==> src/image_header_crc_checker_assert.svh <==
// Assertion macros shared by the image header CRC checker modules.
`ifndef IMAGE_HEADER_CRC_CHECKER_ASSERT_SVH
`define IMAGE_HEADER_CRC_CHECKER_ASSERT_SVH
`ifndef SYNTHESIS
`define IHCC_ASSERT(lbl, prop) \
  lbl: assert property (@(posedge clk) disable iff (!rst_n) prop) \
    else $error("ihcc: assertion failed");
`define IHCC_ASSERT_MSG(lbl, prop, msg) \
  lbl: assert property (@(posedge clk) disable iff (!rst_n) prop) \
    else $error(msg);
`else
`define IHCC_ASSERT(lbl, prop)
`define IHCC_ASSERT_MSG(lbl, prop, msg)
`endif
`endif

==> src/ihcc_pkg.sv <==
// Types, constants and CRC step functions for the image header CRC checker.
package ihcc_pkg;

  localparam logic [31:0] CRC_INIT  = 32'hFFFF_FFFF;
  localparam logic [7:0]  HDR_BYTE0 = 8'h18;
  localparam logic [7:0]  HDR_BYTEN = 8'h00;
  localparam int          HDR_LEN   = 4;

  localparam logic [31:0] NIB_TABLE [16] = '{
    32'h0000_0000, 32'h1DB7_1064, 32'h3B6E_20C8, 32'h26D9_30AC,
    32'h76DC_4190, 32'h6B6B_51F4, 32'h4DB2_6158, 32'h5005_713C,
    32'hEDB8_8320, 32'hF00F_9344, 32'hD6D6_A3E8, 32'hCB61_B38C,
    32'h9B64_C2B0, 32'h86D3_D2D4, 32'hA00A_E278, 32'hBDBD_F21C
  };

  typedef enum logic [1:0] {
    ST_OK      = 2'd0,
    ST_SHORT   = 2'd1,
    ST_BAD_HDR = 2'd2,
    ST_CRC_BAD = 2'd3
  } status_t;

  typedef struct packed {
    logic [7:0] data_byte;
    logic       last_byte;
  } byte_req_t;

  typedef struct packed {
    status_t     status;
    logic [31:0] crc_value;
  } result_t;

  function automatic logic [31:0] crc_nibble(input logic [31:0] crc, input logic [3:0] nib);
    return NIB_TABLE[crc[3:0] ^ nib] ^ (crc >> 4);
  endfunction

  // low nibble first, then high nibble
  function automatic logic [31:0] crc_byte(input logic [31:0] crc, input logic [7:0] b);
    return crc_nibble(crc_nibble(crc, b[3:0]), b[7:4]);
  endfunction

endpackage

==> src/ihcc_core.sv <==
// Per-image state (running CRC, byte count, header flag) and result logic.
`include "image_header_crc_checker_assert.svh"
module ihcc_core
  import ihcc_pkg::*;
#(
  parameter int MIN_LENGTH = 8
) (
  input  logic        clk,
  input  logic        rst_n,
  input  logic        advance,
  input  byte_req_t   req,
  input  logic [31:0] crc_expected,
  output result_t     result
);

  localparam int CNT_W = $clog2(MIN_LENGTH + 1);

  logic [31:0]      crc_r, crc_nxt;
  logic [CNT_W-1:0] count_r, count_nxt;
  logic             hdr_ok_r, hdr_ok_nxt;

  logic [31:0]      crc_step;
  logic [CNT_W-1:0] count_step;
  logic             hdr_ok_step;
  logic [7:0]       want;

  always_comb begin
    want        = (count_r == '0) ? HDR_BYTE0 : HDR_BYTEN;
    crc_step    = crc_byte(crc_r, req.data_byte);
    hdr_ok_step = hdr_ok_r &
                  ((count_r >= CNT_W'(HDR_LEN)) || (req.data_byte == want));
    count_step  = (count_r < CNT_W'(MIN_LENGTH)) ? count_r + CNT_W'(1) : count_r;

    result.crc_value = ~crc_step;
    if (count_step < CNT_W'(MIN_LENGTH)) begin
      result.status = ST_SHORT;
    end else if (!hdr_ok_step) begin
      result.status = ST_BAD_HDR;
    end else if ((crc_expected != '0) && (~crc_step != crc_expected)) begin
      result.status = ST_CRC_BAD;
    end else begin
      result.status = ST_OK;
    end

    crc_nxt    = crc_r;
    count_nxt  = count_r;
    hdr_ok_nxt = hdr_ok_r;
    if (advance) begin
      if (req.last_byte) begin
        crc_nxt    = CRC_INIT;
        count_nxt  = '0;
        hdr_ok_nxt = 1'b1;
      end else begin
        crc_nxt    = crc_step;
        count_nxt  = count_step;
        hdr_ok_nxt = hdr_ok_step;
      end
    end
  end

  always_ff @(posedge clk) begin
    if (!rst_n) begin
      crc_r    <= CRC_INIT;
      count_r  <= '0;
      hdr_ok_r <= 1'b1;
    end else begin
      crc_r    <= crc_nxt;
      count_r  <= count_nxt;
      hdr_ok_r <= hdr_ok_nxt;
    end
  end

  `IHCC_ASSERT(a_count_sat, count_r <= CNT_W'(MIN_LENGTH))
  `IHCC_ASSERT_MSG(a_image_clear, (advance && req.last_byte) |=> (count_r == '0 && crc_r == CRC_INIT && hdr_ok_r), "ihcc: state not cleared after last byte")
  `IHCC_ASSERT(a_hold_idle, !advance |=> ($stable(crc_r) && $stable(count_r)))

endmodule

==> config.mk <==
export PLATFORM = sky130hd
export DESIGN_NAME = ihcc_core
export DESIGN_NICKNAME = d
export VERILOG_FILES = /design/src/ihcc_pkg.sv /design/src/ihcc_core.sv
export VERILOG_INCLUDE_DIRS = /design/src /design/src/src
export SDC_FILE = /design/constraint.sdc
export NUM_CORES = 1
export LEC_CHECK = 0
export BUFFER_PORTS_ARGS = -buffer_cell sky130_fd_sc_hd__buf_2
export CAP_MARGIN = 20
export CORE_MARGIN = 2
export CORE_UTILIZATION = 35
export CTS_CLUSTER_DIAMETER = 200
export DETAILED_ROUTE_END_ITERATION = 10
export GPL_ROUTABILITY_DRIVEN = 0
export SKIP_CTS_REPAIR_TIMING = 1
export SLEW_MARGIN = 40
export SYNTH_ARGS = -nofsm -noshare
export SYNTH_HDL_FRONTEND = slang
export SYNTH_SLANG_ARGS = --single-unit
==> constraint.sdc <==
create_clock -name clk -period 3.4 [get_ports clk]
set_input_delay 0.34 -clock clk [delete_from_list [all_inputs] [get_ports clk]]
set_output_delay 0.34 -clock clk [all_outputs]
set_load 0.02 [all_outputs]
==> results of run 1 <==
-- state kept, by name (all words and copies together), names as in the netlist --
name and count:
count_r 4, crc_r 32, hdr_ok_r 1
-- power by group --
group	internal, uW	switching [uW]	total [uW]
clock	146	161	307
sequential	530	86.4	616
combinational	1660	2130	3790
total	2340	2370	4710
-- layout make-up --
type	count	share of cell area, %
clock buffers	8	2.05
inverters	15	1.50
multi-input cells	259	54.9
flip-flops and latches	37	19.0
well taps	105	3.36
repair buffers	120	19.2
-- metal layers --
layer	vias to the layer above	wire length [um]
met1	1287	4260
met2	106	4350
met5	-	0
li1	1323	-
met3	12	584
met4	0	102
-- placed cells by master, fill, tap and decap left out, types with 3 or more instances in the layout --
| cell | instances |
|---|---|
| buf_4 | 40 |
| dfxtp_1 | 35 |
| clkbuf_1 | 3 |
| xor2_2 | 3 |
| inv_1 | 14 |
| o21ai_0 | 26 |
| buf_2 | 75 |
| clkbuf_8 | 5 |
| nand2_1 | 50 |
| xor2_1 | 18 |
| mux2i_1 | 3 |
| xnor2_4 | 5 |
| or3_1 | 3 |
| xnor2_1 | 58 |
| xnor3_1 | 6 |
| nand2b_1 | 5 |
| nor4_1 | 9 |
| buf_6 | 3 |
| nor3_1 | 3 |
| nand3_1 | 6 |
| o22ai_1 | 11 |
| nand3b_1 | 6 |
| xnor2_2 | 11 |
| nor2b_1 | 4 |
| nand4_1 | 4 |
-- through the flow --
step	power, uW	cell area [sq um]	hold slack (ps)	instances	worst slack, ps
after floorplan	2920	2880	442	323	196
after global placement	4160	3610	467	524	-23.2
after detailed placement	4150	3610	469	524	48.2
after CTS	4480	3690	434	532	-196
after global routing	4980	3910	449	544	-163
final	4710	3910	441	544	-43.6
-- synthesized netlist by cell type, types with 3 or more instances --
cell      count  area share, %
xnor2_1      64             19
nand2_1      50            6.5
dfxtp_1      37             26
o21ai_0      26            4.5
xor2_1       21            6.4
inv_1        14            1.8
o22ai_1      12            2.6
nor4_1        9            2.0
clkbuf_1      7           0.91
xnor3_1       7            5.5
nand3_1       6            1.0
nand3b_1      6            1.6
xnor2_2       6            3.4
buf_1         5           0.65
nand2b_1      5            1.1
nand4_1       4           0.87
nor2b_1       4           0.87
nor3_1        4           0.70
xnor2_4       4            3.8
mux2i_1       3            1.0
or3_1         3           0.65
-- logic make-up (layout without fill, tap and decap cells) --
| logic type | after synthesis | count (layout) | synth area share [%] |
|---|---|---|---|
| compound gates | 50 | 50 | 10.9 |
| flops | 37 | 37 | 25.8 |
| xor+xnor | 105 | 105 | 40.9 |
| simple gates | 99 | 99 | 16.9 |
| mux | 3 | 3 | 1.04 |
| buf+inv | 27 | 143 | 3.61 |
| fa+ha+maj | 2 | 2 | 0.870 |
-- final timing paths --
kind | startpoint | to | slack (ps) | depth (start not counted)
hold reg to reg | crc_r[30] | crc_r[30] | 500 | 2
setup reg to reg | crc_r[0] | crc_r[19] | 1010 | 9
setup / recovery | crc_r[0] | result[32] | -40 | 10
hold / removal | rst_n | crc_r[27] | 440 | 2
-- worst max-delay path, stage by stage, from the launching register on --
cell and delay (ps):
dfxtp_1 360, xnor2_4 290, xor3_2 560, xor2_4 220, xnor2_2 170, nor3_2 270
nand4_1 150, o41ai_2 380, buf_4 200, o22ai_2 60, buf_6 140
==> summary.txt, run 1 <==
CTS
  • H-tree depth: 2
  • Total CTS buffers: 5
  • Root Driver: clkbuf_8
  • CTS tree: yes
  • Skew-Pair Late Insertion Delay: 300 ps
  • Bufs on Longest Clock Path: 2
  • Reg clk slew, reported paths: 80 ps
  • Sink Count: 37

Global route
  • Global route total overflow: 0
  • GRT Max-Usage Layer: met2
  • Number of global-route vias before repair: 2414
  • Largest net degree at the start of global routing: 57
  • Initial antenna violation count: 0
  • Total GRT Usage: 20.2%
  • First-pass GRT wire length: 13.4 mm
  • Met2 Use GR: 32.4%
  • Grt met1 use: 28.7%
  • Grt met3 use: 3.35%

Layout
  • Post-layout util: 48.3%
  • Multi-input logic area: 2150 sq um
  • Share of cells above drive strength 1: 36.2%
  • Reg area: 743 sq um
  • Fillers: 789
  • N_diodes: 0
  • Area growth syn-to-layout: 35.9%
  • Total Nets Final: 484

Synth
  • Post-synth top flop: dfxtp_1
  • Async set-or-reset flop fraction in the synthesized netlist: 0%
  • Register area share after synthesis: 25.8%
  • Number of enable flip-flop cells after synthesis: 0
  • Synth Register Bits: 37
  • Syn. warnings: 0
  • Synth unique cells: 41
  • Synth Area per Inst: 8.91 sq um
  • Post-Syn Area: 2880 sq um
  • Syn nets: 369
  • Gate Count Post-Synth: 323

Timing
  • Fin crit period: 3440 ps
  • F_max: 290 MHz
  • RSZ-0062 raised after global routing: yes
  • Finish-stage setup viols: 2
  • Setup Skew: 6.07 ps
  • Final Hold Viols: 0
  • Fin Setup TNS: -70.0 ps
  • Max-Slew Margin vs Limit: 53.2%
  • Slew Viols, Final: 0
  • Slew @ Worst Pin: 702 ps
  • Final Cycle Share: 101%
  • Setup slack after layout: -43.6 ps

Route
  • Via count: 2728
  • Number of nets still failing antenna checks after routing: 0
  • Drt total wl: 9.30 mm
  • Via/cell ratio: 5.01
  • Pre-antenna DRT Iters: 5
  • DRC Markers: 0
  • Wire per inst: 17.1 um
  • DRT iter0 DRCs: 161

Setup path
  • Critical Path Sink Type: output pin
  • Critical Path RT: 3060 ps
  • Type of the worst setup path: reg -> out
  • Crit Path Max Fanout: 6
  • Critical Path AT: 3100 ps
  • Crit path launch type: register

Outcome
  • Failing checks: setup timing
  • Status: complete, but fails checks

Place
  • IO buf count: 77
  • Post-DP HPWL: 7.21 mm

Die
  • Die ar.: 8960 sq um
  • Die Y-Extent: 94.7 um
  • Die width: 94.7 um
  • Core ar.: 8090 sq um
  • Row Count: 33
  • Initial Utilization: 35.5%
  • Ports: 78

Hold path
  • Hold Crit Class: in -> reg

Run
  • Max-cap violations: 0

Power and ir drop
  • Peak VDD IR: 0.451 mV
  • Power per cell area: 1210 nW/um^2
  • Leak pwr: 0.00169 uW
Note: power is estimated with default switching activity, not from simulation.
==> inputs of run 2 (changes only) <==
RECOVER_POWER = 50   (was default)
==> summary.txt, run 2 (synthesis results as in run 1) <==
Run
  • Max-cap violations: 1 (was 0)

Route
  • Number of nets still failing antenna checks after routing: 0 (unchanged)
  • Pre-antenna DRT Iters: 4 (was 5)
  • Wire per inst: 17.1 um (about the same)
  • DRT iter0 DRCs: 134 (was 161)
  • Via/cell ratio: 4.99 (was 5.01)
  • Via count: 2717 (was 2728)
  • DRC Markers: 0 (unchanged)
  • Drt total wl: 9.32 mm (was 9.30 mm)

Layout
  • Reg with most FFs: crc_r (unchanged)
  • Largest register FFs: 32 (unchanged)
  • N_diodes: 0 (unchanged)
  • Largest registers: crc_r: 32 flops, count_r: 4 flops, hdr_ok_r: 1 flops (unchanged)
  • Share of cells above drive strength 1: 35.1% (was 36.2%)
  • Area growth syn-to-layout: 35.5% (was 35.9%)
  • Most common cell after layout, fill and taps aside: buf_2 (unchanged)
  • Commonest non-fill, non-tap cells in the layout: 72 x buf_2, 58 x xnor2_1, 50 x nand2_1 (was 75 x buf_2, 58 x xnor2_1, 50 x nand2_1)
  • Total Nets Final: 484 (unchanged)

CTS
  • Root Driver: clkbuf_8 (unchanged)
  • Sink Count: 37 (unchanged)
  • Reg clk slew, reported paths: 70 ps (was 80 ps)
  • Bufs on Longest Clock Path: 2 (unchanged)
  • H-tree depth: 2 (unchanged)
  • Total CTS buffers: 5 (unchanged)
  • Skew-Pair Late Insertion Delay: 290 ps (was 300 ps)
  • CTS tree: yes (unchanged)

Setup path
  • R2R setup slack: 910 ps (was 1010 ps)
  • Type of the worst setup path: reg -> out (unchanged)
  • Crit Path Max Fanout: 6 (unchanged)
  • Critical Path AT: 3100 ps (about the same)
  • Critical Path RT: 3060 ps (about the same)
  • Crit path launch type: register (unchanged)
  • Critical Path Sink Type: output pin (unchanged)

Timing
  • Finish-stage setup viols: 2 (unchanged)
  • Setup Skew: 3.97 ps (was 6.07 ps)
  • Max-Slew Margin vs Limit: -42.3% (was 53.2%)
  • RSZ-0062 raised after global routing: yes (unchanged)
  • Final Cycle Share: 101% (about the same)
  • F_max: 291 MHz (was 290 MHz)
  • Fin crit period: 3440 ps (about the same)
  • Fin Setup TNS: -65.4 ps (was -70.0 ps)
  • Slew @ Worst Pin: 2130 ps (was 702 ps)
  • Final Hold Viols: 0 (unchanged)
  • Setup slack after layout: -40.2 ps (was -43.6 ps)
  • Slew Viols, Final: 57 (was 0)

Power and ir drop
  • Sequential power share: 13.1% (about the same)
  • Clock power frac: 6.5% (about the same)
  • Internal power: 2330 uW (was 2340 uW)
  • Peak VDD IR: 0.452 mV (was 0.451 mV)
  • Leak pwr: 0.00168 uW (was 0.00169 uW)
  • Sw Share: 50.5% (was 50.4%)
  • Final Power: 4710 uW (about the same)
  • P_sw: 2380 uW (was 2370 uW)
  • Comb power frac: 80.4% (about the same)
  • Power per cell area: 1210 nW/um^2 (about the same)

Place
  • IO buf count: 77 (unchanged)
  • Post-DP HPWL: 7.21 mm (unchanged)
  • Post-Place Worst Slack: 48.2 ps (unchanged)

Hold path
  • Hold Crit Class: in -> reg (unchanged)

Global route
  • Total GRT Usage: 20.2% (unchanged)
  • Global route total overflow: 0 (unchanged)
  • Largest net degree at the start of global routing: 57 (unchanged)
  • Initial antenna violation count: 0 (unchanged)
  • First-pass GRT wire length: 13.4 mm (unchanged)
  • Number of global-route vias before repair: 2414 (unchanged)

Die
  • Ports: 78 (unchanged)
  • Die width: 94.7 um (unchanged)
  • Core ar.: 8090 sq um (unchanged)
  • Row Count: 33 (unchanged)
  • Initial Utilization: 35.5% (unchanged)
  • Die Y-Extent: 94.7 um (unchanged)
  • Die ar.: 8960 sq um (unchanged)

Outcome
  • Status: complete, but fails checks (unchanged)
  • Failing checks: capacitance limit, slew limit, setup timing (was setup timing)
[run 2: cell count changes in the layout (fill, tap and decap cells not counted), sizes merged]
cell / previous run / this run
buf: 120 / 115
clkbuf: 8 / 13
[run 2: worst paths after layout]
path | startpoint | endpoint | cells past startpoint
setup / recovery | crc_r[0] | result[32] | 10
hold / removal | rst_n | crc_r[27] | 2
setup reg to reg | crc_r[0] | crc_r[19] | 9
hold reg to reg | crc_r[30] | crc_r[30] | 2
[run 2: layout make-up]
cell class,instances,area (sq um)
fillers,791,4190
well taps,105,131
multi-input cells,259,2150
inverters,15,58.8
flip-flops and latches,37,743
clock buffers,8,80.1
repair buffers,120,738
[run 2: power groups by stage]
stage	registers (uW)	logic, uW	clock network, uW
after floorplan	595	2330	0
after global placement	619	3540	0
after detailed placement	619	3530	0
after CTS	609	3560	310
after global routing	625	4020	324
final	616	3790	305
[run 2: per-stage QoR]
step / cells / area (sq um) / hold slack, ps / utilization [%]
after global placement: 524 / 3610 / 467 / 44.6
final: 544 / 3900 / 437 / 48.2
after CTS: 532 / 3690 / 434 / 45.5
after global routing: 544 / 3900 / 446 / 48.2
after floorplan: 323 / 2880 / 442 / -
after detailed placement: 524 / 3610 / 469 / 44.6
[run 2: worst max-delay path, stage by stage (launching register included)]
cell and delay [ps]:
dfxtp_1 360, xnor2_4 290, xor3_2 560, xor2_4 220, xnor2_2 170, nor3_2 270, nand4_1 150, o41ai_2 370
buf_4 200, o22ai_2 60, buf_6 140
[run 2: per-layer routing]
metal	wire length, um	global-route usage, %	vias up
met4	79	4.11	0
li1	-	-	1323
met3	626	3.35	8
met5	0	0	-
met2	4370	32.4	112
met1	4240	28.7	1274
